$ cat src/rtl/core/cse_pkg.sv
// Shared types and constants of the cosine similarity engine.
// No dependencies; every other file of the block depends on this package.
package cse_pkg;

	localparam int CSE_MAX_LEN   = 1024;
	localparam int CSE_ELEM_BITS = 16;

	localparam int CSE_DOT_W     = 42;
	localparam int CSE_SQ_W      = 41;
	localparam int CSE_COS_W     = 16;
	localparam int CSE_ROOT_W    = 64;
	localparam int CSE_NORM_W    = 32;
	localparam int CSE_NUM_SHIFT = 22;
	localparam int CSE_FRAC_BITS = 16;
	localparam int CSE_ROOT_STEPS = CSE_ROOT_W / 2;
	localparam int CSE_DIV_STEPS  = CSE_FRAC_BITS;
	localparam int CSE_CNT_W     = $clog2(CSE_ROOT_STEPS);

	localparam logic [CSE_COS_W-1:0] CSE_COS_MAX = 16'd32767;

	typedef enum logic [1:0] {
		ST_OK        = 2'd0,
		ST_ZERO_NORM = 2'd1,
		ST_TOO_LONG  = 2'd2
	} cse_status_t;

	// Sums of a finished vector pair, valid for one cycle.
	typedef struct packed {
		logic                 valid;
		logic                 ovf;
		logic [CSE_DOT_W-1:0] dot;
		logic [CSE_SQ_W-1:0]  sqa;
		logic [CSE_SQ_W-1:0]  sqb;
	} cse_fin_t;

	// Controller to datapath commands.
	typedef struct packed {
		logic load;
		logic root;
		logic mult;
		logic cmp;
		logic div;
		logic emit;
	} cse_cmd_t;

endpackage

$ cat src/rtl/core/cse_accum.sv
// Element stage: per-pair products, running sums, length count and overflow.
// Depends on cse_pkg.
module cse_accum #(
	parameter int MAX_LEN   = cse_pkg::CSE_MAX_LEN,
	parameter int ELEM_BITS = cse_pkg::CSE_ELEM_BITS
) (
	input  logic                        clk,
	input  logic                        arst_n,
	input  logic                        accept,
	input  logic signed [ELEM_BITS-1:0] elem_a,
	input  logic signed [ELEM_BITS-1:0] elem_b,
	input  logic                        last_element,
	output cse_pkg::cse_fin_t           fin
);
	import cse_pkg::*;

	localparam int PW = 2 * ELEM_BITS;
	localparam int CW = $clog2(MAX_LEN + 1);
	localparam logic [CW-1:0] LEN_LIMIT = CW'(MAX_LEN);

	logic [CW-1:0] count_q;
	logic          ovf_q;
	logic          drop;

	logic                 valid_s1, last_s1, keep_s1, ovf_s1;
	logic signed [PW-1:0] pab_s1, paa_s1, pbb_s1;

	logic [CSE_DOT_W-1:0] dot_q;
	logic [CSE_SQ_W-1:0]  sqa_q, sqb_q;
	logic [CSE_DOT_W-1:0] dot_add;
	logic [CSE_SQ_W-1:0]  sqa_add, sqb_add;
	logic signed [63:0]   pab_x, paa_x, pbb_x;

	assign drop = (count_q >= LEN_LIMIT);

	always_ff @(posedge clk or negedge arst_n) begin
		if (!arst_n) begin
			count_q  <= '0;
			ovf_q    <= 1'b0;
			valid_s1 <= 1'b0;
		end else begin
			valid_s1 <= accept;
			if (accept) begin
				if (last_element) begin
					count_q <= '0;
					ovf_q   <= 1'b0;
				end else if (drop) begin
					ovf_q <= 1'b1;
				end else begin
					count_q <= count_q + CW'(1);
				end
			end
		end
	end

	always_ff @(posedge clk) begin
		if (accept) begin
			last_s1 <= last_element;
			keep_s1 <= !drop;
			ovf_s1  <= ovf_q | drop;
			pab_s1  <= elem_a * elem_b;
			paa_s1  <= elem_a * elem_a;
			pbb_s1  <= elem_b * elem_b;
		end
	end

	// Products wrap into the accumulator widths like the sums do.
	assign pab_x = 64'(pab_s1);
	assign paa_x = 64'(paa_s1);
	assign pbb_x = 64'(pbb_s1);

	assign dot_add = dot_q + (keep_s1 ? pab_x[CSE_DOT_W-1:0] : '0);
	assign sqa_add = sqa_q + (keep_s1 ? paa_x[CSE_SQ_W-1:0] : '0);
	assign sqb_add = sqb_q + (keep_s1 ? pbb_x[CSE_SQ_W-1:0] : '0);

	always_ff @(posedge clk or negedge arst_n) begin
		if (!arst_n) begin
			dot_q <= '0;
			sqa_q <= '0;
			sqb_q <= '0;
		end else if (valid_s1) begin
			if (last_s1) begin
				dot_q <= '0;
				sqa_q <= '0;
				sqb_q <= '0;
			end else begin
				dot_q <= dot_add;
				sqa_q <= sqa_add;
				sqb_q <= sqb_add;
			end
		end
	end

	assign fin.valid = valid_s1 && last_s1;
	assign fin.ovf   = ovf_s1;
	assign fin.dot   = dot_add;
	assign fin.sqa   = sqa_add;
	assign fin.sqb   = sqb_add;

endmodule

$ cat config.mk
export PLATFORM = sky130hd
export DESIGN_NAME = cse_accum
export DESIGN_NICKNAME = d
export VERILOG_FILES = /design/src/rtl/core/cse_pkg.sv /design/src/rtl/core/cse_accum.sv
export SDC_FILE = /design/constraint.sdc
export NUM_CORES = 2
export LEC_CHECK = 0
export BUFFER_PORTS_ARGS = -buffer_cell sky130_fd_sc_hd__buf_2
export CAP_MARGIN = 5
export CORE_ASPECT_RATIO = 1.2
export CORE_UTILIZATION = 60
export DETAILED_ROUTE_END_ITERATION = 6
export PLACE_DENSITY = 0.89
export SETUP_SLACK_MARGIN = 0.15
export SLEW_MARGIN = 20
export SYNTH_ARGS = -nofsm -noshare
export SYNTH_HDL_FRONTEND = slang
export SYNTH_SLANG_ARGS = --single-unit
$ cat constraint.sdc
create_clock -name clk -period 14.8 [get_ports clk]
set_clock_uncertainty 0.1 [all_clocks]
set_input_delay 3.7 -clock clk [delete_from_list [all_inputs] [get_ports clk]]
set_output_delay 3.7 -clock clk [all_outputs]
set_load 0.005 [all_outputs]
# == After elaboration in Yosys (flattened, before gate mapping) ==
# Cells that the tools add are included.
# totals
regBits,236
inputBits,36
output_inout_bits,126
wordCells,37
# op_classes
n_addsub,4
mul,3
order_cmp,1
n_eq_ne,1
n_mux,10
bitwise_logic,1
n_reduce_logical,5
# op_table
op,n
$mux 41,4
$mul 16x16->32,3
$mux 42,2
$add 41x41->41,2
$add 42x42->42,1
$mux 11,2
$add 11x1->11 const B,1
$ge 11x11->1 const B,1
$reduce_and 2->1,2
$mux 1,2
$ne 2x2->1 const B,1
$reduce_bool 2->1,1
$logic_and 1x1->1,1
$logic_not 1->1,1
$or 1x1->1,1

# == Longest topological paths before layout ==
# logic_depth
ltp_word,3
depth_mapped,26
ltp_nobuf,25

# == Least setup slack after synthesis ==
# No wires, ideal clock.
# synth_path
path_type,in2reg
start,in elem_b[7]
end,"reg pab_s1[30], data pin"
setup_ns,0.271
t_arrival_ns,9.670
t_required_ns,14.429
slack_ns,4.759
cell_stages,25
path_buffers,2
cell_sequence,clkbuf_1 clkbuf_1 nand2_1 fa_1 inv_1 fa_1 inv_1 fa_1 inv_1 fa_1 fa_1 inv_1 fa_1 inv_1 ha_1 a21o_1 a21oi_1 o21ai_1 a21oi_1 nor2b_1 a311oi_2 o221ai_1 a221oi_1 mux2i_1 o2111ai_1
# synth_between
elab_chain_cells,1
# synth_lines
item,line,rtl
"start, declared",cse_accum.sv:11,"input logic signed [ELEM_BITS-1:0] elem_b,"
$mul 16x16->32,cse_accum.sv:61,pab_s1 <= elem_a * elem_b;
"end signal, assigned",cse_accum.sv:61,
"end, declared",cse_accum.sv:26,"logic signed [PW-1:0] pab_s1, paa_s1, pbb_s1;"
# Every way passes these cells.
# A chain may end at the register's enable or synchronous reset.

# == Final worst setup path ==
# layout_path
start,in elem_b[15]
end,"reg pbb_s1[29], data pin"
# layout_between
elab_chain_cells,1
# layout_lines
item,line,rtl
$mul 16x16->32,cse_accum.sv:63,pbb_s1 <= elem_b * elem_b;
"end signal, assigned",cse_accum.sv:63,
"end, declared",cse_accum.sv:26,
# Every way passes these cells.

==> out/metrics.csv <==
stage,metric,value,unit
status,outcome,completed,
cts,CTS root buf,clkbuf_16,
logic_synthesis,Synth area leaders,"fa_1, ha_1, inv_1",
grt,total track usage,28.8,%
logic_synthesis,top_reg_cell synth,dfrtp_1,
die,Starting Density,60.5,%
drt,vias per cell,5.86,
logic_synthesis,synthesized area,42100,µm²
drt,Routed Antenna Nets,0,
die,core area,69600,µm²
drt,routed vias,32048,
logic_synthesis,register area share after synthesis,15.0,%
grt,total grt overflow,0,
cts,"CTS clk-pin slew, worst paths",0.06,ns
sta,Tmin final,10.67,ns
cts,cts repair resizes,0,
cts,CTS sink count,234,
logic_synthesis,Synth area leader,fa_1,
sta,setup_tns,0,ns
logic_synthesis,Avg Inst Size Synth,9.40,µm²
sta,RSZ-0062 raised after global routing,no,
cells_and_area,nets,5672,
logic_synthesis,syn_nets,5639,
drt,DR pass1 iterations,6,
grt,first-pass GRT wire length,166000,µm
drt,DR iter-0 viols,2334,
grt,vias in the first global route,34658,
sta,FMAX,0.0937,GHz
hold_path,Hold Path Class,reg2reg,
logic_synthesis,Netlist cell types,85,
sta,Fin. Hold Viols,0,
die,row cnt,106,
logic_synthesis,Synth top area share,34.6,%
placed_design,routability cong.,0.937,
worst_setup_path,CP endpoint kind,flip-flop,
logic_synthesis,Mapped Cells,4484,
logic_synthesis,Yosys warnings,0,
cts,H-tree depth,1,
cells_and_area,share of cells above drive strength 1,5.80,%
cells_and_area,synth-to-layout area growth,5.59,%
die,die height,292,µm
sta,Slew @ Worst Pin,1.02,ns
logic_synthesis,Synth top cells by count,"inv_1, fa_1, ha_1, nand2_1, and2_1",
die,number of top-level pins,162,
die,DIE WIDTH,244,µm
worst_setup_path,"Data required, critical path",15.01,ns
logic_synthesis,fraction of registers with async set/reset,58.5,%
sta,crit share post-route,72.1,%
logic_synthesis,top-count cell post-synth,inv_1,
grt,largest net degree at the start of global routing,82,
sta,setup violators final,0,
cts,TritonCTS clock tree,yes,
flow_run,Max-cap violations,0,
worst_setup_path,CP max FO,27,
grt,initial antenna violation count,11,
cts,Post-CTS Hold Buffers,0,
worst_setup_path,crit path kind,in2reg,
drt,drt drc,0,
cts,Clock Latency Late Sink,0.60,ns
cells_and_area,FILL cells,5185,
cts,cts bufs inserted,27,
cts,Clock Path Buffers,3,
cts,post-CTS setup buffer count,0,
die,area of the die,71300,µm²
placed_design,hpwl dp,77800,µm
worst_setup_path,Worst Path Arrival,10.88,ns
logic_synthesis,Yosys reg bits,234,
placed_design,IO buf count,161,
worst_setup_path,CP startpoint kind,input port,
logic_synthesis,number of synthesized flops with an enable pin,97,
drt,Avg WL per Cell,18.4,µm
drt,Routed WL,101000,µm
sta,Slew headroom,31.4,%
sta,Final Max Slew Viols,0,
## metal layers
metal	track usage, %	up-vias	part of all wire (%)
li1	-	14192	-
met1	34.5	16098	37
met2	51.3	1411	51
met3	4.19	341	7.7
met4	13.1	6	4.7
met5	0	-	0.032
## placed cells by master, fill, tap and decap left out, types with 23 or more instances in the layout
master / count
inv_1: 976
fa_1: 729
ha_1: 390
nand2_1: 350
and2_1: 241
nor2_1: 233
a21oi_1: 181
xnor2_1: 174
buf_2: 159
dfrtp_1: 137
a22o_1: 109
edfxtp_1: 97
a21o_1: 94
o21ai_0: 75
xor2_1: 68
o21bai_1: 41
nor2b_1: 33
nand3_1: 31
nor3_1: 27
clkbuf_16: 27
a31oi_1: 26
o21a_1: 23
## critical path: stages
cell and delay [ns]:
buf_2 0.41, clkinv_1 0.95, nor2_1 0.51, xnor2_1 0.13
ha_1 0.30, inv_1 0.05, fa_1 0.50, fa_1 0.53
inv_1 0.06, fa_1 0.49, fa_1 0.49, inv_1 0.05
fa_1 0.47, inv_1 0.04, ha_1 0.35, a21oi_1 0.18
o21bai_1 0.11, a21o_1 0.20, a21o_1 0.19, a2111o_1 0.43
a31o_2 0.26, a311o_1 0.32, xor2_1 0.14
## registers in the layout (all words and copies together), names as in the netlist
register	count
sqa_q	41
last_s1	1
count_q	11
paa_s1	31
ovf_q	1
pbb_s1	31
keep_s1	1
dot_q	42
sqb_q	41
pab_s1	32
ovf_s1	1
valid_s1	1
## path summary, 6_finish.rpt
| path | from | endpoint | slack, ns | cells past startpoint |
|---|---|---|---|---|
| min reg2reg | ovf_q | ovf_q | 0.40 | 2 |
| min in group asynchronous | arst_n | sqb_q[35] | 3.09 | 1 |
| max in group asynchronous | arst_n | sqa_q[12] | 10.18 | 2 |
| min | ovf_q | ovf_q | 0.40 | 2 |
| max | elem_b[15] | pbb_s1[29] | 4.13 | 23 |
| max reg2reg | keep_s1 | dot_q[38] | 10.05 | 15 |
## per-stage QoR
step	hold slack [ns]	area (µm²)	utilization, %	worst slack [ns]	cells
after global routing	0.427	44500	63.9	3.85	5462
final	0.398	44500	63.9	4.13	5465
after floorplan	0.354	42100	-	4.76	4484
after detailed placement	0.389	43600	62.6	3.64	5406
after global placement	0.366	43600	62.6	3.84	5406
after CTS	0.405	44500	63.9	4.22	5456
## logic make-up (layout without fill, tap and decap cells)
| group | Yosys count | count (layout) | synth area share, % |
|---|---|---|---|
| AOI/OAI and AO/OA | 705 | 705 | 11.6 |
| xor gates and xnor gates | 242 | 242 | 5.03 |
| adders and majority gates | 1119 | 1119 | 46.2 |
| buffers and inverters | 1152 | 1206 | 10.3 |
| other | 0 | 9 | 0 |
| DFF | 234 | 234 | 15.0 |
| and+or+nand+nor | 1027 | 1027 | 11.7 |
| muxes | 5 | 5 | 0.122 |
## final cells by class
class	count	area (µm²)	area share [%]
multi-input cells	3098	31500	70.7
flip-flops and latches	234	6340	14.2
inverters	986	3700	8.32
well taps	918	1150	2.58
repair buffers	170	882	1.98
clock buffers	32	724	1.63
clock inverters	18	199	0.447
diodes	9	22.5	0.0506
Power is left out: the tool's default activity adds up to more than one toggle a clock period on the data nets, which glitch-free logic cannot reach.
