### src/rtl/core/cse_pkg.sv
// Shared types and constants of the cosine similarity engine.
// No dependencies; every other file of the block depends on this package.
package cse_pkg;

	localparam int CSE_MAX_LEN   = 1024;
	localparam int CSE_ELEM_BITS = 16;

	localparam int CSE_DOT_W     = 42;
	localparam int CSE_SQ_W      = 41;
	localparam int CSE_COS_W     = 16;
	localparam int CSE_ROOT_W    = 64;
	localparam int CSE_NORM_W    = 32;
	localparam int CSE_NUM_SHIFT = 22;
	localparam int CSE_FRAC_BITS = 16;
	localparam int CSE_ROOT_STEPS = CSE_ROOT_W / 2;
	localparam int CSE_DIV_STEPS  = CSE_FRAC_BITS;
	localparam int CSE_CNT_W     = $clog2(CSE_ROOT_STEPS);

	localparam logic [CSE_COS_W-1:0] CSE_COS_MAX = 16'd32767;

	typedef enum logic [1:0] {
		ST_OK        = 2'd0,
		ST_ZERO_NORM = 2'd1,
		ST_TOO_LONG  = 2'd2
	} cse_status_t;

	// Sums of a finished vector pair, valid for one cycle.
	typedef struct packed {
		logic                 valid;
		logic                 ovf;
		logic [CSE_DOT_W-1:0] dot;
		logic [CSE_SQ_W-1:0]  sqa;
		logic [CSE_SQ_W-1:0]  sqb;
	} cse_fin_t;

	// Controller to datapath commands.
	typedef struct packed {
		logic load;
		logic root;
		logic mult;
		logic cmp;
		logic div;
		logic emit;
	} cse_cmd_t;

endpackage

### src/rtl/core/cse_dp.sv
// Result datapath: two bit-serial square roots, norm product, restoring divide.
// Depends on cse_pkg; driven by cse_ctrl commands.
module cse_dp (
	input  logic                        clk,
	input  cse_pkg::cse_cmd_t           cmd,
	input  cse_pkg::cse_fin_t           fin,
	output logic                        skip,
	output logic signed [cse_pkg::CSE_COS_W-1:0] cosine,
	output logic [cse_pkg::CSE_DOT_W-1:0] dot_sum,
	output cse_pkg::cse_status_t        status
);
	import cse_pkg::*;

	typedef struct packed {
		logic [CSE_ROOT_W-1:0] x;
		logic [CSE_ROOT_W-1:0] r;
	} root_t;

	function automatic root_t root_step(input logic [CSE_ROOT_W-1:0] x,
		input logic [CSE_ROOT_W-1:0] r, input logic [CSE_ROOT_W-1:0] b);
		root_t                 o;
		logic [CSE_ROOT_W-1:0] t;
		t = r + b;
		if (x >= t) begin
			o.x = x - t;
			o.r = (r >> 1) + b;
		end else begin
			o.x = x;
			o.r = r >> 1;
		end
		return o;
	endfunction

	logic [CSE_DOT_W-1:0]  dot_q;
	logic                  neg_q;
	cse_status_t           status_q;
	logic [CSE_ROOT_W-1:0] xa_q, xb_q, ra_q, rb_q, bit_q;
	logic [CSE_ROOT_W-1:0] den_q;
	logic [CSE_ROOT_W:0]   rem_q;
	logic                  sat_q;
	logic [CSE_FRAC_BITS-1:0] frac_q;

	root_t                 step_a, step_b;
	logic [CSE_NORM_W-1:0] na, nb;
	logic [CSE_ROOT_W-1:0] prod;
	logic [CSE_DOT_W-1:0]  mag;
	logic [CSE_ROOT_W-1:0] num;
	logic [CSE_ROOT_W:0]   rem_sh;
	logic [CSE_FRAC_BITS:0] rnd;
	logic [CSE_COS_W-1:0]  cos_mag;

	assign step_a = root_step(xa_q, ra_q, bit_q);
	assign step_b = root_step(xb_q, rb_q, bit_q);

	assign na   = ra_q[CSE_NORM_W-1:0];
	assign nb   = rb_q[CSE_NORM_W-1:0];
	assign prod = na * nb;

	assign mag    = neg_q ? (~dot_q + CSE_DOT_W'(1)) : dot_q;
	assign num    = {mag, CSE_NUM_SHIFT'(0)};
	assign rem_sh = {rem_q[CSE_ROOT_W-1:0], 1'b0};

	always_ff @(posedge clk) begin
		if (cmd.load) begin
			dot_q <= fin.dot;
			neg_q <= fin.dot[CSE_DOT_W-1];
			if (fin.ovf) begin
				status_q <= ST_TOO_LONG;
			end else if (fin.sqa == '0 || fin.sqb == '0) begin
				status_q <= ST_ZERO_NORM;
			end else begin
				status_q <= ST_OK;
			end
			xa_q  <= {1'b0, fin.sqa, CSE_NUM_SHIFT'(0)};
			xb_q  <= {1'b0, fin.sqb, CSE_NUM_SHIFT'(0)};
			ra_q  <= '0;
			rb_q  <= '0;
			bit_q <= {2'b01, (CSE_ROOT_W-2)'(0)};
		end
		if (cmd.root) begin
			xa_q  <= step_a.x;
			ra_q  <= step_a.r;
			xb_q  <= step_b.x;
			rb_q  <= step_b.r;
			bit_q <= bit_q >> 2;
		end
		if (cmd.mult) begin
			den_q <= prod;
		end
		if (cmd.cmp) begin
			// integer part nonzero means the ratio is at least one
			sat_q  <= (num >= den_q);
			rem_q  <= {1'b0, num};
			frac_q <= '0;
		end
		if (cmd.div) begin
			if (rem_sh >= {1'b0, den_q}) begin
				rem_q  <= rem_sh - {1'b0, den_q};
				frac_q <= {frac_q[CSE_FRAC_BITS-2:0], 1'b1};
			end else begin
				rem_q  <= rem_sh;
				frac_q <= {frac_q[CSE_FRAC_BITS-2:0], 1'b0};
			end
		end
	end

	// round half up from 16 to 15 fraction bits, then saturate
	assign rnd = ({1'b0, frac_q} + (CSE_FRAC_BITS+1)'(1)) >> 1;
	assign cos_mag = (sat_q || rnd > {1'b0, CSE_COS_MAX}) ? CSE_COS_MAX
		: rnd[CSE_COS_W-1:0];

	always_comb begin
		if (status_q != ST_OK) begin
			cosine = '0;
		end else if (neg_q) begin
			cosine = -$signed(cos_mag);
		end else begin
			cosine = $signed(cos_mag);
		end
	end

	assign skip    = (status_q != ST_OK);
	assign dot_sum = dot_q;
	assign status  = status_q;

endmodule

### config.mk
export PLATFORM = sky130hd
export DESIGN_NAME = cse_dp
export DESIGN_NICKNAME = d
export VERILOG_FILES = /design/src/rtl/core/cse_pkg.sv /design/src/rtl/core/cse_dp.sv
export SDC_FILE = /design/constraint.sdc
export NUM_CORES = 2
export LEC_CHECK = 0
export BUFFER_PORTS_ARGS = -buffer_cell sky130_fd_sc_hd__buf_2
export CAP_MARGIN = 5
export CORE_ASPECT_RATIO = 0.5
export CORE_MARGIN = 3
export CORE_UTILIZATION = 55
export CTS_CLUSTER_SIZE = 28
export DETAILED_ROUTE_END_ITERATION = 10
export GPL_TIMING_DRIVEN = 0
export PLACE_DENSITY = 0.72
export SLEW_MARGIN = 15
export SYNTH_ARGS = -nofsm -noshare
export SYNTH_HDL_FRONTEND = slang
export SYNTH_SLANG_ARGS = --single-unit
### constraint.sdc
create_clock -name clk -period 11.8 [get_ports clk]
set_input_delay 0.59 -clock clk [delete_from_list [all_inputs] [get_ports clk]]
set_output_delay 0.59 -clock clk [all_outputs]
set_load 0.01 [all_outputs]
Word-level counts from Yosys, hierarchy flattened
Cells that the tools add are included.
{ "op_classes": {"add_sub_neg": 10, "multipliers": 1, "n_lt_le_gt_ge": 5, "n_eq_ne": 2, "mux": 22, "n_bitwise": 1, "reduce_logical": 9} }
{ "ops": {"columns": ["cell", "n"], "rows": [
  ["$mux W64", 10],
  ["$mux W128", 2],
  ["$ge A64 B64 Y1", 3],
  ["$sub A64 B64 Y64", 3],
  ["$add A63 B63 Y64", 2],
  ["$add A64 B63 Y64", 2],
  ["$mux W61", 2],
  ["$logic_not A41 Y1", 2],
  ["$mux W16", 5],
  ["$ge A65 B64 Y1", 1],
  ["$mul A32 B32 Y64", 1],
  ["$add A42 B1 Y42 const B", 1],
  ["$mux W42", 1],
  ["$not A42 Y42", 1],
  ["$add A16 B1 Y17 const B", 1],
  ["$gt A16 B15 Y1 const B", 1],
  ["$neg A16 Y16", 1],
  ["$reduce_bool A2 Y1", 3],
  ["$ne A2 B1 Y1 const B", 2],
  ["$reduce_and A2 Y1", 2],
  ["$logic_or A1 B1 Y1", 2],
  ["$mux W1", 2]
]} }
{ "totals": {"ff_bits": 478, "input_bits": 133, "out_inout_bits": 61, "wordCells": 63} }

Depth between registers and ports, before layout
{ "logic_depth": {"word_depth": 7, "mapped_depth": 30, "mapped_depth_nobuf": 28} }

Worst setup path after synthesis
Ideal clock, no wire load.
{ "synth_timing": {"path_kind": "reg-to-reg", "startpoint": "register ra_q[2]", "endpoint": "register xa_q[0] (enable)", "setup_time_ns": 0.507, "arrival_ns": 8.086, "required_ns": 11.293, "path_slack_ns": 3.207, "stages_incl_launch_ff": 22, "n_path_buf": 3, "period_less_slack_ns": 8.593, "cell_sequence": "edfxtp_1 > ha_1 > a31o_2 > a31oi_1 > o21a_1 > o41a_1 > o21ai_0 > a31oi_1 > o21bai_1 > a31oi_1 > o21ai_0 > xnor2_1 > ha_1 > clkbuf_1 > nand4_1 > nor2_1 > and3_1 > a41oi_1 > o41a_1 > clkbuf_1 > buf_1 > a21oi_1"} }
{ "synth_via": {"elab_chain_len": 4} }
{ "synth_rtl": {"columns": ["item", "line", "source"], "rows": [
  ["start: declaration", "cse_dp.sv:37", "logic [CSE_ROOT_W-1:0] xa_q, xb_q, ra_q, rb_q, bit_q;"],
  ["start signal: assignment", "cse_dp.sv:82", "ra_q <= step_a.r;"],
  ["$add A64 B63 Y64", "cse_dp.sv:23", "t = r + b;"],
  ["$ge A64 B64 Y1", "cse_dp.sv:24", "if (x >= t) begin"],
  ["$ne A2 B1 Y1 (no source line)", null, null],
  ["$reduce_and A2 Y1 (no source line)", null, null],
  ["end signal: assignment", "cse_dp.sv:74", "xa_q <= {1'b0, fin.sqa, CSE_NUM_SHIFT'(0)};"],
  ["end signal: assignment", "cse_dp.sv:81", "xa_q <= step_a.x;"],
  ["end: declaration", "cse_dp.sv:37", null]
]} }
No other way between the ends.
A chain may end at the register's enable or synchronous reset.

Worst setup path after layout
{ "layout_timing": {"startpoint": "register rb_q[6]", "endpoint": "register den_q[63] (data pin)"} }
{ "layout_via": {"elab_chain_len": 1} }
{ "layout_rtl": {"columns": ["item", "line", "source"], "rows": [
  ["start: declaration", "cse_dp.sv:37", null],
  ["start signal: assignment", "cse_dp.sv:84", "rb_q <= step_b.r;"],
  ["$mul A32 B32 Y64", "cse_dp.sv:57", "assign prod = na * nb;"],
  ["named net prod[63]", "cse_dp.sv:45", "logic [CSE_ROOT_W-1:0] prod;"],
  ["end signal: assignment", "cse_dp.sv:88", "den_q <= prod;"],
  ["end: declaration", "cse_dp.sv:38", "logic [CSE_ROOT_W-1:0] den_q;"]
]} }
The timed path passes the listed nets, and every way through them passes these cells.

==> results.cfg <==
[timing]
finClkSkew_ps = 126
max_freq_mhz = 94.9
setup_violations = 0
worst_pin_slew_ps = 1360
max-slew-margin-rel_pct = 9.06
slew_viol_final = 0
hold_violations = 0
min_period_over_period_pct = 89.3
fin_crit_ps = 10530
rsz0062_at_grt = no

[die]
core_um2 = 133000
ios = 194
row_count = 94
start_util_pct = 55.9
fp.dieH_um = 265
die_x_um = 525
die_area_um2 = 139000

[synth]
synth_edf_count = 476
synth-xor-area-share_pct = 6.21
syn_inst = 8258
synth_area_um2 = 74100
ys_async_sr_fraction_pct = 0
synth_adder_area_share_pct = 35.0
synth_top_family_by_area = adder cells
synth_compound_area_share_pct = 14.4
yosys.area_share.simple_pct = 17.3
avgSynthCellArea_um2 = 8.97
synth_mux_area_share_pct = 0.502
synth.distinct_cells = 81
ys_seq_area_share_pct = 19.3
ys.warnings.count = 0
ys_ff_latch = 477
synth-main-ff-cell = edfxtp_1
syn_nets = 9922

[detailed_routing]
vias_per_cell = 6.15
ant_nets = 0
wl_per_cell_um = 25.9
dr.pass1.iters = 6
drcViolationCount = 0
via_count = 63689
drtIter0Drc = 6558
wl_um = 268000

[critical_path]
worstSetupEndpointType = flip-flop
worst-path-max-fanout = 10
start_kind = flip-flop
critical_path_required_ps = 12180
cp.arrival_ps = 10910
crit_type = flip-flop to flip-flop

[placement]
io_buffers = 189
place.gp.congestion = 1.09
hpwl_um = 214000

[final_layout]
fin_util_pct = 59.8
drive_gt1_share_pct = 4.55
final_nets = 10175
area_growth_syn_to_layout_pct = 7.03

[global_route]
grt_start_max_net_pins = 105
gr-total-overflow = 0
grt_pass1_vias = 62008
grt_antenna_before_repair = 25
grt_pass1_wl_um = 394000
grt_usage_pct = 37.8

[cts]
cts_buffers = 50
path_clk_slew_ps = 110
numClockSinks = 477
worstSkewPairLatency_ps = 740
cts_hold_buf = 0
cts-resized-gates = 0
cts_tree = done
cts_buffer_depth = 3
post_cts_buffers = 0
root_buffer = clkbuf_16
h-tree-depth = 2

[job]
cap_violations = 0

[worst_hold_path]
hp-class = input pin to flip-flop

[outcome]
outcome = completed
[kinds of logic after synthesis]
| group | after synthesis |
|---|---|
| simple gates | 2590 |
| fa+ha+maj | 1531 |
| compound gates | 1653 |
| flops | 477 |
| mux | 37 |
| xor+xnor | 525 |
| buf+inv | 1445 |
[path summary, 6_finish.rpt]
kind / startpoint / endpoint / slack [ps] / depth (start not counted)
setup reg to reg: rb_q[6] / den_q[63] / 1270 / 26
hold reg to reg: rem_q[1] / rem_q[2] / 610 / 2
hold / removal: fin[113] / dot_sum[31] / 90 / 1
setup / recovery: rb_q[6] / den_q[63] / 1270 / 26
[per-layer routing]
metal,global-route usage (%),part of all wire [%],vias to the layer above,wire length [um]
li1,-,-,28240,-
met1,50.3,40,31359,109000
met2,56.9,42,3362,113000
met3,12.7,12,702,32800
met4,15.5,4.9,26,13100
met5,0,0.077,-,207
[state kept, by name (all words and copies together) (netlist names)]
name / flops
rem_q: 64
dot_sum: 42
xb_q: 64
status: 2
xa_q: 64
den_q: 64
frac_q: 16
ra_q: 64
bit_q: 32
rb_q: 64
sat_q: 1
[cells in the final DEF (no fill, tap or decap), types with 145 or more instances in the layout]
master,instances
clkbuf_1,391
xnor2_1,277
nand2_1,900
ha_1,632
nor2_1,441
and2_1,661
edfxtp_1,476
fa_1,899
a21o_1,207
a21oi_1,422
a31oi_1,145
inv_1,1001
xor2_1,248
o21ai_0,356
buf_2,199
[worst max-delay path: stages, from the launching register on]
cell,delay (ps)
edfxtp_1,360
clkbuf_1,820
clkbuf_1,890
and2_1,270
fa_1,470
fa_1,500
fa_1,560
inv_1,60
fa_1,490
inv_1,50
fa_1,500
fa_1,580
fa_1,430
fa_1,520
ha_1,340
clkbuf_1,430
nand4_1,180
or2_2,330
a2111oi_0,370
o21ai_0,290
a31o_2,350
a21oi_1,240
o31a_1,230
a21o_1,170
a41oi_1,200
o31ai_1,390
xnor2_1,130
[final cells by class]
type | instances | area [um2]
repair buffers | 201 | 1230
clock buffers | 53 | 1260
fillers | 11942 | 53300
inverters | 1002 | 3770
clock inverters | 40 | 385
flip-flops and latches | 477 | 14300
multi-input cells | 6336 | 54300
well taps | 1776 | 2220
plain buffers | 443 | 1700
diodes | 23 | 57.6
[synth_stat cells (9+ instances only)]
| cell type | instances | area share (%) |
|---|---|---|
| nor2_1 | 441 | 2.2 |
| o21bai_1 | 88 | 0.89 |
| a21oi_1 | 424 | 2.9 |
| clkbuf_1 | 399 | 2.0 |
| o31a_1 | 13 | 0.15 |
| and3_1 | 49 | 0.41 |
| xor2_1 | 248 | 2.9 |
| buf_1 | 32 | 0.16 |
| o21a_1 | 42 | 0.43 |
| nor4_1 | 48 | 0.41 |
| a21boi_0 | 17 | 0.17 |
| o41ai_1 | 14 | 0.17 |
| nand2_1 | 900 | 4.6 |
| o2bb2ai_1 | 56 | 0.66 |
| mux2i_1 | 36 | 0.49 |
| nor2b_1 | 70 | 0.59 |
| xnor2_1 | 277 | 3.3 |
| o31ai_1 | 41 | 0.42 |
| ha_1 | 632 | 11 |
| and2_1 | 661 | 5.6 |
| or2_2 | 21 | 0.18 |
| inv_1 | 1002 | 5.1 |
| nand3_1 | 101 | 0.68 |
| a311oi_1 | 10 | 0.12 |
| o211a_1 | 10 | 0.14 |
| buf_2 | 11 | 0.074 |
| nor3_1 | 65 | 0.44 |
| o211ai_1 | 11 | 0.11 |
| or3_1 | 33 | 0.28 |
| nand2b_1 | 34 | 0.29 |
| and4_1 | 13 | 0.15 |
| o22ai_1 | 9 | 0.076 |
| nand4_1 | 107 | 0.90 |
| a221oi_1 | 10 | 0.12 |
| a211oi_1 | 73 | 0.74 |
| a31o_2 | 31 | 0.37 |
| a31oi_1 | 145 | 1.2 |
| or4_1 | 14 | 0.14 |
| edfxtp_1 | 476 | 19 |
| a21o_1 | 207 | 2.1 |
| a41oi_1 | 16 | 0.19 |
| o21ai_0 | 356 | 2.4 |
| fa_1 | 899 | 24 |
[metrics by stage]
stage | instance area [um2] | instances | setup TNS (ps) | worst slack, ps | hold slack [ps]
6_report | 79300 | 10351 | 0 | 1270 | 85.2
5_1_grt | 79200 | 10329 | 0 | 987 | 65.1
4_1_cts | 79200 | 10326 | 0 | 1300 | 60.4
3_5_place_dp | 77500 | 10233 | 0 | 1420 | 595
3_3_place_gp | 77200 | 10223 | -97930 | -955 | 596
2_1_floorplan | 74100 | 8258 | 0 | 3210 | 519
Power is left out: the tool's default activity adds up to more than one toggle a clock period on the data nets, which glitch-free logic cannot reach.
