### config.mk
export PLATFORM = sky130hd
export DESIGN_NAME = cse_ctrl
export DESIGN_NICKNAME = d
export VERILOG_FILES = /design/src/rtl/core/cse_pkg.sv /design/src/rtl/core/cse_ctrl.sv
export SDC_FILE = /design/constraint.sdc
export NUM_CORES = 1
export LEC_CHECK = 0
export BUFFER_PORTS_ARGS = -buffer_cell sky130_fd_sc_hd__buf_2
export CELL_PAD_IN_SITES_DETAIL_PLACEMENT = 1
export CELL_PAD_IN_SITES_GLOBAL_PLACEMENT = 2
export CORE_UTILIZATION = 31
export CTS_BUF_LIST = sky130_fd_sc_hd__clkbuf_4 sky130_fd_sc_hd__clkbuf_8
export DETAILED_ROUTE_END_ITERATION = 8
export HOLD_SLACK_MARGIN = 0.15
export PLACE_DENSITY_LB_ADDON = 0.1
export SLEW_MARGIN = 30
export SYNTH_ARGS = -nofsm -noshare
export SYNTH_HDL_FRONTEND = slang
export SYNTH_SLANG_ARGS = --single-unit
### constraint.sdc
create_clock -name clk -period 1.6 [get_ports clk]
set_input_delay 0.48 -clock clk [delete_from_list [all_inputs] [get_ports clk]]
set_output_delay 0.48 -clock clk [all_outputs]
set_load 0.05 [all_outputs]
### src/rtl/core/cse_pkg.sv
// Shared types and constants of the cosine similarity engine.
// No dependencies; every other file of the block depends on this package.
package cse_pkg;

	localparam int CSE_MAX_LEN   = 1024;
	localparam int CSE_ELEM_BITS = 16;

	localparam int CSE_DOT_W     = 42;
	localparam int CSE_SQ_W      = 41;
	localparam int CSE_COS_W     = 16;
	localparam int CSE_ROOT_W    = 64;
	localparam int CSE_NORM_W    = 32;
	localparam int CSE_NUM_SHIFT = 22;
	localparam int CSE_FRAC_BITS = 16;
	localparam int CSE_ROOT_STEPS = CSE_ROOT_W / 2;
	localparam int CSE_DIV_STEPS  = CSE_FRAC_BITS;
	localparam int CSE_CNT_W     = $clog2(CSE_ROOT_STEPS);

	localparam logic [CSE_COS_W-1:0] CSE_COS_MAX = 16'd32767;

	typedef enum logic [1:0] {
		ST_OK        = 2'd0,
		ST_ZERO_NORM = 2'd1,
		ST_TOO_LONG  = 2'd2
	} cse_status_t;

	// Sums of a finished vector pair, valid for one cycle.
	typedef struct packed {
		logic                 valid;
		logic                 ovf;
		logic [CSE_DOT_W-1:0] dot;
		logic [CSE_SQ_W-1:0]  sqa;
		logic [CSE_SQ_W-1:0]  sqb;
	} cse_fin_t;

	// Controller to datapath commands.
	typedef struct packed {
		logic load;
		logic root;
		logic mult;
		logic cmp;
		logic div;
		logic emit;
	} cse_cmd_t;

endpackage

### src/rtl/core/cse_ctrl.sv
// Controller that sequences the result datapath once per finished vector pair.
// Depends on cse_pkg.
module cse_ctrl (
	input  logic              clk,
	input  logic              arst_n,
	input  logic              fin_valid,
	input  logic              skip,
	input  logic              out_free,
	output logic              idle,
	output cse_pkg::cse_cmd_t cmd
);
	import cse_pkg::*;

	typedef enum logic [2:0] {
		S_IDLE,
		S_CHECK,
		S_ROOT,
		S_MULT,
		S_CMP,
		S_DIV,
		S_FIN
	} state_t;

	state_t                state_q;
	logic [CSE_CNT_W-1:0]  cnt_q;

	always_ff @(posedge clk or negedge arst_n) begin
		if (!arst_n) begin
			state_q <= S_IDLE;
			cnt_q   <= '0;
		end else begin
			case (state_q)
				S_IDLE: begin
					if (fin_valid) begin
						state_q <= S_CHECK;
					end
				end
				S_CHECK: begin
					cnt_q   <= CSE_CNT_W'(CSE_ROOT_STEPS - 1);
					state_q <= skip ? S_FIN : S_ROOT;
				end
				S_ROOT: begin
					cnt_q <= cnt_q - CSE_CNT_W'(1);
					if (cnt_q == '0) begin
						state_q <= S_MULT;
					end
				end
				S_MULT: begin
					state_q <= S_CMP;
				end
				S_CMP: begin
					cnt_q   <= CSE_CNT_W'(CSE_DIV_STEPS - 1);
					state_q <= S_DIV;
				end
				S_DIV: begin
					cnt_q <= cnt_q - CSE_CNT_W'(1);
					if (cnt_q == '0) begin
						state_q <= S_FIN;
					end
				end
				S_FIN: begin
					if (out_free) begin
						state_q <= S_IDLE;
					end
				end
				default: begin
					state_q <= S_IDLE;
				end
			endcase
		end
	end

	always_comb begin
		cmd      = '0;
		cmd.load = (state_q == S_IDLE) && fin_valid;
		cmd.root = (state_q == S_ROOT);
		cmd.mult = (state_q == S_MULT);
		cmd.cmp  = (state_q == S_CMP);
		cmd.div  = (state_q == S_DIV);
		cmd.emit = (state_q == S_FIN) && out_free;
	end

	// a final pair in flight also counts as busy
	assign idle = (state_q == S_IDLE) && !fin_valid;

	a_fin_when_idle: assert property (@(posedge clk) disable iff (!arst_n)
		fin_valid |-> state_q == S_IDLE)
		else $error("final pair reached a busy engine");

	a_emit_free: assert property (@(posedge clk) disable iff (!arst_n)
		cmd.emit |-> out_free)
		else $error("result emitted into an occupied output register");

	a_root_len: assert property (@(posedge clk) disable iff (!arst_n)
		(state_q == S_CHECK && !skip) |=> (state_q == S_ROOT &&
			cnt_q == CSE_CNT_W'(CSE_ROOT_STEPS - 1)))
		else $error("root sequence started with wrong step count");

	a_div_end: assert property (@(posedge clk) disable iff (!arst_n)
		(state_q == S_DIV && cnt_q == '0) |=> state_q == S_FIN)
		else $error("divide did not finish after its last step");

endmodule

# Word level (Yosys, flattened, before mapping)
# Cells that the tools add are included.
# totals
inputBits	5
word_cells	29
register_bits	8
output_inout_bits	7
# op_classes
reduce_logical	9
mux	7
add_sub_neg	1
n_eq_ne	10
# ops
operator	n
one-hot mux 3 bit (7 select lines)	1
2-to-1 mux 3 bit	5
one-hot mux 5 bit (3 select lines)	1
== test 3 bit, second input constant	3
== test 3 x 2 -> 1 bit, second input constant	2
zero test 5 bit	1
subtractor 5 x 1 -> 5 bit, second input constant	1
!= test 2 x 1 -> 1 bit, second input constant	2
!= test 2 bit, second input constant	2
AND reduction 4 bit	1
== test 3 x 1 -> 1 bit, second input constant	1
logical AND 1 bit	3
zero test 3 bit	1
nonzero test 3 bit	1
OR reduction 2 bit	1
zero test 1 bit	1

# Logic depth before layout (Yosys ltp)
# Gate-level depths: netlist of run 1.
# logic_depth
depth_word	3
mapped_depth	6

# Worst setup path before layout of run 1
# Ideal clock, no wire load.
# synth_path
path_kind	register to output
startpoint	reg state_q[0]
endpoint	out cmd[5] (netlist bit)
t_arrival_ps	1993
stages_incl_launch_ff	5
setup_slack_ps	-873
required_ps	1120
cell_sequence	dfrtp_1 -> buf_6 -> or2_1 -> buf_6 -> nor3b_1
# synth_lines
item	line	rtl
start, declared	cse_ctrl.sv:24	state_t state_q;
start signal, assigned	cse_ctrl.sv:40	state_q <= skip ? S_FIN : S_ROOT;
end, declared	cse_ctrl.sv:10	output cse_pkg::cse_cmd_t cmd

==> summary.md, run 1 <==
| Metric | Value |
|---|---|
| Initial DRT Pass Iterations | `4` |
| Max Fclk | `0.547 GHz` |
| Post-synth top area share | `0.331` |
| Peak VDD IR | `0.889 mV` |
| Cells on worst reg2reg path | `6` |
| Filler cells | `218` |
| CTS Root Cell | `clkbuf_4` |
| #FFs+latches synth | `8` |
| Share of cells above drive strength 1 | `0.463` |
| Post-route ant nets | `0` |
| Worst flop-to-flop path endpoint | `cnt_q[4]` |
| Main synth FF type | `dfrtp_1` |
| Mean area per synthesized cell | `7.76 sq um` |
| Failing checks | `setup timing` |
| TritonCTS clock tree | `built` |
| Max cap viols | `0` |
| Final cycle utilization of the critical path | `1.14` |
| RSZ-0062 raised after global routing | `true` |
| Chip height | `46.2 microns` |
| Slew headroom | `0.763` |
| Longest Clk Path Bufs | `2` |
| Synth area leaders | `dfrtp_1 33%, o21ai_0 8.3%, a21oi_1 5.0%` |
| Most frequent cells in the layout | `22 x buf_4, 10 x o21ai_0, 7 x dfrtp_1` |
| Placed Area | `826 sq um` |
| Final #Nets | `117` |
| Status | `complete, but fails checks` |
| CTS Sinks | `8` |
| Fin crit period | `1830 ps` |
| Largest net degree at the start of global routing | `11` |
| # setup viols final | `7` |
| Hold Fails Final Rpt | `0` |
| Avg WL per Cell | `14.3 microns` |
| # DRC | `0` |
| EDFF count, synth | `0` |
| Vias | `667` |
| Port bufs | `11` |
| CP Capture Type | `output port` |
| Final Cell Area | `953 sq um` |
| Via density | `5.02` |
| Fin cells | `133` |
| Initial antenna violation count | `0` |
| CTS buffer count | `3` |
| Ant. Diodes | `0` |
| Initial core utilization | `0.340` |
| Pwr Density | `1990 mW/mm^2` |
| First-pass GRT wire length | `3060 microns` |
| R2r startpoint | `cnt_q[1]` |
| Post-Syn Instances | `78` |
| Slew of the pin with the lowest slew margin | `352 ps` |
| Max-slew violation count | `0` |
| Iter 0 DRT Violations | `19` |
| Max H-tree Level | `1` |
| YS warnings | `0` |
| Later-pin clock latency in the skew report | `250 ps` |
| Synth async-reset ratio | `1.00` |
| Num ports | `12` |
| Worst Clk Skew | `4.25 ps` |
| Cell taking the most area after synthesis | `dfrtp_1` |
| Dpl ws | `-64.7 ps` |
| Worst Path Max Fanout | `10` |
| Core area | `0.00178 sq mm` |
| R2R setup slack | `70 ps` |
| Startpoint type of the worst setup path | `register` |
| Die area | `0.00213 sq mm` |
| Area Growth Syn to Fin | `57.4%` |
| Mapped Area | `606 sq um` |
| CP Data Required Time | `1120 ps` |
| Syn Nets | `85` |
| Final HPWL from detailed placement | `1390 microns` |
| Worst setup endpoint | `cmd[0]` |
| Hold Crit Class | `primary input to register` |
| Placed Cells | `126` |
| Final wirelength | `1900 microns` |
| Final worst slack | `-228 ps` |
| Leak pwr | `0.410 nW` |
| Most common cell after layout, fill and taps aside | `buf_4` |
| Data arrival, critical path | `1350 ps` |
| Gr ovfl total | `0` |
| Num rows | `15` |
| Critical path class | `register to output port` |
| Chip Width | `46.2 microns` |
| Clock transition at path regs | `50 ps` |
| Seq/Total Area, Yosys | `0.331` |
| Aggregate global-route resource usage | `0.208` |
| Synth cell types | `32` |
| RePlAce Congestion | `0.810` |
| Worst setup startpoint | `state_q[0]` |
| Vias in the first global route | `695` |
-- final cells by class --
class                           count  area (sq um)  area share
Clock buffer                        3          22.5      0.0236
Inverter                            5          25.0      0.0262
Multi-Input combinational cell     59           403       0.423
Sequential cell                     8           201       0.211
Tap cell                           25          31.3      0.0328
Timing Repair Buffer               33           270       0.283
-- cell usage after synthesis, types with 2 or more instances --
master and instances:
a21oi_1 6, buf_2 3, buf_6 2, dfrtp_1 8, ha_1 2, inv_1 5
nand2_1 8, nand3_1 2, nor2_1 7, nor3_1 3, o21ai_0 10, or3_1 2
-- flip-flops by register name, summed over array words and instances, names as in the netlist --
| register | count |
|---|---|
| cnt_q | 5 |
| state_q | 3 |
-- report_power, final --
part | total, mW | switching (mW) | internal (mW) | leakage, nW
logic | 1.34 | 0.717 | 0.622 | 0.309
registers | 0.403 | 0.100 | 0.302 | 0.0864
clock network | 0.158 | 0.0723 | 0.0861 | 0.0138
-- per-stage QoR --
step                 util  setup TNS, ps  hold WS [ps]  total power [mW]
floorplan               -           -285           184              1.11
detailed placement  0.463           -117           337              1.52
global placement    0.463          -40.7           334              1.49
CTS                 0.514          -1200           537              1.78
finish              0.535          -1150           565              1.90
global route        0.535          -1480           591              2.05
-- worst min path at each step --
stage / cells past startpoint / to / from
global route: 4 / state_q[1] / out_free
detailed placement: 1 / cnt_q[1] / arst_n
global placement: 1 / cnt_q[2] / arst_n
floorplan: 0 / cnt_q[0] / arst_n
finish: 4 / state_q[1] / out_free
CTS: 1 / cnt_q[0] / cnt_q[0]
-- cells by family (layout without fill, tap and decap cells) --
family,after synthesis,count (layout),share of synthesized area
AND/OR/NAND/NOR,31,31,0.262
adder cells (fa/ha/maj),2,2,0.0413
buffers and inverters,11,41,0.0992
XOR/XNOR,1,1,0.0145
AO/OA/AOI/OAI,24,24,0.236
flip-flops,8,8,0.331
multiplexers,1,1,0.0165
-- timing repair --
item                                   4_1_cts  5_1_grt
buffers inserted                             1        2
setup endpoints to repair                    7       11
resized for setup                           17        8
hold buffers                                 1        0
endpoints found under the hold margin        8        0
pin swaps                                    1        1
-- worst max-delay path, stage by stage (launching register included) --
cell and delay [ps]:
dfrtp_1 430, buf_4 190, and4b_4 330, buf_8 140
-- layer usage --
metal / vias to the layer above / track usage / share of wire
met4: 0 / 0.106 / 0.0042
li1: 337 / - / -
met1: 322 / 0.285 / 0.47
met3: 2 / 0.0118 / 0.019
met5: - / 0 / 0
met2: 6 / 0.327 / 0.50
Power figures use the tool's default switching activity.
==> run 2: changes to the inputs <==
--- a/config.mk
+++ b/config.mk
@@ -12,7 +12,7 @@
 export CTS_BUF_LIST = sky130_fd_sc_hd__clkbuf_4 sky130_fd_sc_hd__clkbuf_8
 export DETAILED_ROUTE_END_ITERATION = 8
 export HOLD_SLACK_MARGIN = 0.15
-export PLACE_DENSITY_LB_ADDON = 0.1
+export PLACE_DENSITY = 0.76
 export SLEW_MARGIN = 30
 export SYNTH_ARGS = -nofsm -noshare
 export SYNTH_HDL_FRONTEND = slang
==> run 2 against run 1 <==
Net effect:
- critical path depth stayed put
- via count is 5.2% higher
- die area stayed put
- power is 6.3% higher
- the flow still finishes with violations (setup timing)
- non-clock buffer count is 2 higher
- combinational power is 7% higher
- cell area is 5.0% higher
==> summary.md, run 2 (synthesis results as in run 1) <==
| Metric | Value |
|---|---|
| Slew of the pin with the lowest slew margin | `360 ps (+7.64 ps)` |
| Final Cell Area | `0.00100 sq mm (+5.0%)` |
| Max cap viols | `0 (unchanged)` |
| First-pass GRT wire length | `3240 microns (+5.6%)` |
| CTS buffer count | `3 (unchanged)` |
| Grt met3 use | `0.0627 (+0.0510)` |
| Ant. Diodes | `0 (unchanged)` |
| Later-pin clock latency in the skew report | `260 ps (about the same)` |
| Peak VDD IR | `0.933 mV (+5.0%)` |
| Filler cells | `219 (+0.46%)` |
| Met2 track demand over resource | `0.335 (+0.00845)` |
| Worst Clk Skew | `1.50 ps (-2.76 ps)` |
| RePlAce Congestion | `0.791 (-2.5%)` |
| Busiest grt layer | `met2` |
| # setup viols final | `7 (unchanged)` |
| Chip height | `46.2 microns (unchanged)` |
| Die area | `0.00213 sq mm (unchanged)` |
| CP Data Required Time | `1120 ps (about the same)` |
| Iter 0 DRT Violations | `8 (-11)` |
| Chip Width | `46.2 microns (unchanged)` |
| CTS Sinks | `8 (unchanged)` |
| Max-slew violation count | `0 (unchanged)` |
| Gr ovfl total | `0 (unchanged)` |
| Pwr Density | `2020 mW/mm^2 (+1.3%)` |
| Failing checks | `setup timing` |
| Placed Cells | `127 (+0.79%)` |
| Fin crit period | `1820 ps (-11.9 ps)` |
| Max H-tree Level | `1 (unchanged)` |
| Aggregate global-route resource usage | `0.219 (+0.0118)` |
| Data arrival, critical path | `1340 ps (about the same)` |
| Final HPWL from detailed placement | `1400 microns (+0.72%)` |
| Final worst slack | `-216 ps (+11.9 ps)` |
| Worst Path Max Fanout | `5 (-5)` |
| Leak pwr | `0.430 nW (+4.9%)` |
| TritonCTS clock tree | `built` |
| Clock transition at path regs | `60 ps (about the same)` |
| Initial DRT Pass Iterations | `4 (unchanged)` |
| RSZ-0062 raised after global routing | `true` |
| CP Capture Type | `output port` |
| Final cycle utilization of the critical path | `1.13 (-0.00741)` |
| # DRC | `0 (unchanged)` |
| Slew headroom | `0.758 (-0.00513)` |
| Placed Area | `833 sq um (+0.91%)` |
| Largest Register | `cnt_q` |
| Hold Fails Final Rpt | `0 (unchanged)` |
| Status | `complete, but fails checks` |
| Number of flip-flops in the largest register | `5 (unchanged)` |
| Initial antenna violation count | `0 (unchanged)` |
| Final wirelength | `2170 microns (+15%)` |
| Area Growth Syn to Fin | `65.3%` |
| Hold Crit Class | `register to register` |
| Num ports | `12 (unchanged)` |
| Met1 Resource Use GR | `0.302 (+0.0177)` |
| Final #Nets | `119 (+1.7%)` |
| Core area | `0.00178 sq mm (unchanged)` |
| Avg WL per Cell | `16.1 microns (+13%)` |
| Layout Utilization | `0.561 (+0.0267)` |
| Fin cells | `135 (+1.5%)` |
| Port bufs | `11 (unchanged)` |
| Longest Clk Path Bufs | `2 (unchanged)` |
| Startpoint type of the worst setup path | `register` |
| Largest net degree at the start of global routing | `10 (-1)` |
| Via density | `5.20 (+3.7%)` |
| CTS Root Cell | `clkbuf_4` |
| Num rows | `15 (unchanged)` |
| Post-route ant nets | `0 (unchanged)` |
| Most frequent cells in the layout | `20 x buf_4, 10 x o21ai_0, 7 x buf_6` |
| Critical path class | `register to output port` |
| Vias in the first global route | `705 (+1.4%)` |
| Most common cell after layout, fill and taps aside | `buf_4` |
| Vias | `702 (+5.2%)` |
| Max Fclk | `0.551 GHz (+0.65%)` |
| Initial core utilization | `0.340 (unchanged)` |
| Share of cells above drive strength 1 | `0.500 (+0.0370)` |
| Biggest registers after layout | `cnt_q (5), state_q (3)` |
[run 2: changes by cell type in the layout (fill, tap and decap cells not counted), sizes merged]
cell,before,now
buf,32,34
[run 2: metrics by stage]
stage	total power, mW	hold slack (ps)	setup WS, ps	TNS, ps
final	2.02	547	-216	-1140
after detailed placement	1.53	348	-48.8	-69.3
after floorplan	1.11	184	-178	-285
after global placement	1.51	344	-31.8	-31.8
after global routing	2.17	592	-266	-1600
after CTS	1.85	532	-217	-1060
[run 2: final cells by class]
class                   instances  area [sq um]  area share
clock buffers                   3          22.5      0.0225
inverters                       5          22.5      0.0225
multi-input cells              59           418       0.418
flip-flops and latches          8           203       0.202
well taps                      25          31.3      0.0313
repair buffers                 35           304       0.304
[run 2: critical path, cell delays in order, from the launching register on]
cell     delay, ps
dfrtp_1        420
or2_4          290
nor3b_4        180
buf_6          180
[run 2: where the power goes]
group / switching, mW / internal [mW]
clock network: 0.0844 / 0.0869
logic: 0.768 / 0.672
registers: 0.105 / 0.304
total: 0.957 / 1.06
[run 2: repair_timing]
item,4_1_cts,5_1_grt
hold buffers,1,0
gates resized for setup,22,12
buffers inserted,0,4
pin swaps,0,2
setup endpoints to repair,7,11
gates cloned,0,0
hold endpoints to repair,8,0
[run 2: final timing paths]
check                                   to  depth (start not counted)        from  slack, ps
worst max-delay path                cmd[5]                          3  state_q[2]       -220
worst min-delay path              cnt_q[0]                          1    cnt_q[0]        550
max in group asynchronous       state_q[0]                          2      arst_n        810
worst max register to register  state_q[0]                          6    cnt_q[0]         40
min in group asynchronous         cnt_q[2]                          2      arst_n        590
worst min register to register    cnt_q[0]                          1    cnt_q[0]        550
[run 2: metal layers]
| layer | share of wire | up-vias |
|---|---|---|
| met5 | 0 | - |
| met4 | 0.011 | 0 |
| met3 | 0.029 | 4 |
| met2 | 0.50 | 11 |
| met1 | 0.46 | 345 |
| li1 | - | 342 |
==> run 3: changes to the inputs <==
==> constraint.sdc (replaced) <==
create_clock -name clk -period 1.8 [get_ports clk]
set_input_delay 0.54 -clock clk [delete_from_list [all_inputs] [get_ports clk]]
set_output_delay 0.54 -clock clk [all_outputs]
set_load 0.05 [all_outputs]
==> run 3 against run 2 <==
Net effect:
- the flow still finishes with violations (setup timing)
- die area is the same
- via count shrank 4.4%
- cell area shrank 6.3%
- sequential share of layout area grew 1.2 points
- final cell count shrank 3.0%
- wire length shrank 13%
- clock-buffer cell count is the same
- global-route usage shrank 2.7 points
- setup slack gained 160 ps
- utilization shrank 3.5 points
- non-clock buffer count shrank 4
- critical path type unchanged
- critical endpoint unchanged
- largest power group unchanged
==> summary.md, run 3 (synthesis results as in run 1) <==
| Metric | Value |
|---|---|
| TritonCTS clock tree | `built` |
| Area Growth Syn to Fin | `55.0%` |
| Worst setup endpoint | `cmd[5]` |
| First-pass GRT wire length | `2830 microns (-13%)` |
| Most frequent cells in the layout | `17 x buf_4, 10 x o21ai_0, 7 x dfrtp_1, 7 x buf_6` |
| Max-slew violation count | `0 (unchanged)` |
| Die area | `0.00213 sq mm (unchanged)` |
| Chip Width | `46.2 microns (unchanged)` |
| Critical Path Max Stage Delay | `420 ps (about the same)` |
| Slew of the pin with the lowest slew margin | `343 ps (-17.3 ps)` |
| Dpl ws | `72.3 ps (+121 ps)` |
| Later-pin clock latency in the skew report | `250 ps (about the same)` |
| Final Cell Area | `938 sq um (-6.3%)` |
| Worst setup startpoint | `state_q[0]` |
| Final wirelength | `1900 microns (-13%)` |
| Critical path class | `register to output port` |
| Port bufs | `11 (unchanged)` |
| Status | `complete, but fails checks` |
| Worst Clk Skew | `7.76 ps (+6.26 ps)` |
| Aggregate global-route resource usage | `0.192 (-0.0272)` |
| Post-route ant nets | `0 (unchanged)` |
| Num ports | `12 (unchanged)` |
| Largest Register | `cnt_q` |
| Hold Slack | `527 ps (-19.6 ps)` |
| Chip height | `46.2 microns (unchanged)` |
| Gr ovfl total | `0 (unchanged)` |
| Initial DRT Pass Iterations | `3 (-1)` |
| Most common cell after layout, fill and taps aside | `buf_4` |
| Final HPWL from detailed placement | `1300 microns (-7.6%)` |
| Setup_tns | `-57.3 ps (+1090 ps)` |
| # DRC | `0 (unchanged)` |
| Ant. Diodes | `0 (unchanged)` |
| Final worst slack | `-56.5 ps (+159 ps)` |
| Vias in the first global route | `608 (-14%)` |
| Placed Area | `753 sq um (-9.6%)` |
| Initial core utilization | `0.340 (unchanged)` |
| # setup viols final | `2 (-5)` |
| Avg WL per Cell | `14.5 microns (-9.8%)` |
| Failing checks | `setup timing` |
| Initial antenna violation count | `0 (unchanged)` |
| Clock transition at path regs | `60 ps (about the same)` |
| Num rows | `15 (unchanged)` |
| Biggest registers after layout | `cnt_q (5), state_q (3)` |
| CTS Sinks | `8 (unchanged)` |
| CP Capture Type | `output port` |
| Fin crit period | `1860 ps` |
| Worst Path Max Fanout | `4 (-1)` |
| Leak pwr | `0.406 nW (-5.4%)` |
| Pwr Density | `1740 mW/mm^2 (-14%)` |
| Largest net degree at the start of global routing | `12 (+2)` |
| R2r startpoint | `cnt_q[1]` |
| Worst flop-to-flop path endpoint | `cnt_q[4]` |
| Number of flip-flops in the largest register | `5 (unchanged)` |
| Peak VDD IR | `0.683 mV (-27%)` |
| CP Data Required Time | `1260 ps (+140 ps)` |
| Filler cells | `224 (+2.3%)` |
| Cells on worst reg2reg path | `6 (unchanged)` |
| R2R setup slack | `190 ps (+150 ps)` |
| Max H-tree Level | `1 (unchanged)` |
| Multi-input logic area | `395 sq um (-5.4%)` |
| Startpoint type of the worst setup path | `register` |
| Core area | `0.00178 sq mm (unchanged)` |
| Slowest-stage cell, CP | `dfrtp_1` |
| Data arrival, critical path | `1320 ps (-20 ps)` |
| Via density | `5.12 (-1.5%)` |
| Hold Crit Class | `register to register` |
| Final #Nets | `115 (-3.4%)` |
| Seq. cell area | `201 sq um (-0.62%)` |
| CTS buffer count | `3 (unchanged)` |
| Hold depth | `1 (unchanged)` |
| Post-layout power | `1.63 mW (-19%)` |
| Cell-by-cell trace of the critical path | `or2_4 > nor3b_4 > buf_6` |
| Iter 0 DRT Violations | `10 (+2)` |
| Max Fclk | `0.539 GHz` |
| Share of cells above drive strength 1 | `0.425 (-0.0755)` |
| Vias | `671 (-4.4%)` |
| RSZ-0062 raised after global routing | `true` |
| CTS Root Cell | `clkbuf_4` |
| RePlAce Congestion | `0.705 (-11%)` |
| Hold Fails Final Rpt | `0 (unchanged)` |
| Slew headroom | `0.770 (+0.0116)` |
| Max cap viols | `0 (unchanged)` |
| Final cycle utilization of the critical path | `1.03` |
| Longest Clk Path Bufs | `2 (unchanged)` |
## run 3: cell type report
cell class                      count  share of cell area
Multi-Input combinational cell     59               0.421
Tap cell                           25              0.0333
Inverter                            5              0.0227
Sequential cell                     8               0.215
Clock buffer                        3              0.0240
Timing Repair Buffer               31               0.284
## run 3: metal layers
| layer | global-route usage | up-vias | routed length [microns] | share of wire |
|---|---|---|---|---|
| met5 | 0 | - | 0 | 0 |
| met4 | 0.0529 | 0 | 10 | 0.0053 |
| met3 | 0.0471 | 2 | 35 | 0.018 |
| met2 | 0.304 | 7 | 978 | 0.51 |
| met1 | 0.258 | 328 | 878 | 0.46 |
| li1 | - | 334 | - | - |
## run 3: critical path: cells and delay by family (launching register included)
| family | cells | cell delay (ps) |
|---|---|---|
| buffers and inverters | 1 | 180 |
| and+or+nand+nor | 2 | 460 |
| DFF | 1 | 420 |
## run 3: how the worst min path moves through the flow
stage               startpoint  endpoint  slack, ps
finish                cnt_q[0]  cnt_q[0]        530
global route          cnt_q[0]  cnt_q[0]        580
CTS                   cnt_q[0]  cnt_q[0]        530
detailed placement      arst_n  cnt_q[2]        400
global placement        arst_n  cnt_q[2]        400
floorplan               arst_n  cnt_q[0]        240
## run 3: where the power goes
part	leakage, nW	internal [mW]	switching (mW)
registers	0.0857	0.268	0.115
logic	0.307	0.511	0.598
clock network	0.0138	0.0766	0.0648
total	0.406	0.856	0.778
## run 3: repair_timing
action                                  CTS  global route
hold endpoints to repair                  8             0
endpoints found under the setup margin    7             7
gates resized for setup                  20             9
setup buffers                             3             6
hold buffers                              1             0
pin swaps                                 2             3
## run 3: per-stage QoR
step	cells	util
global route	131	0.526
global placement	118	0.422
floorplan	78	-
finish	131	0.526
CTS	125	0.485
detailed placement	118	0.422
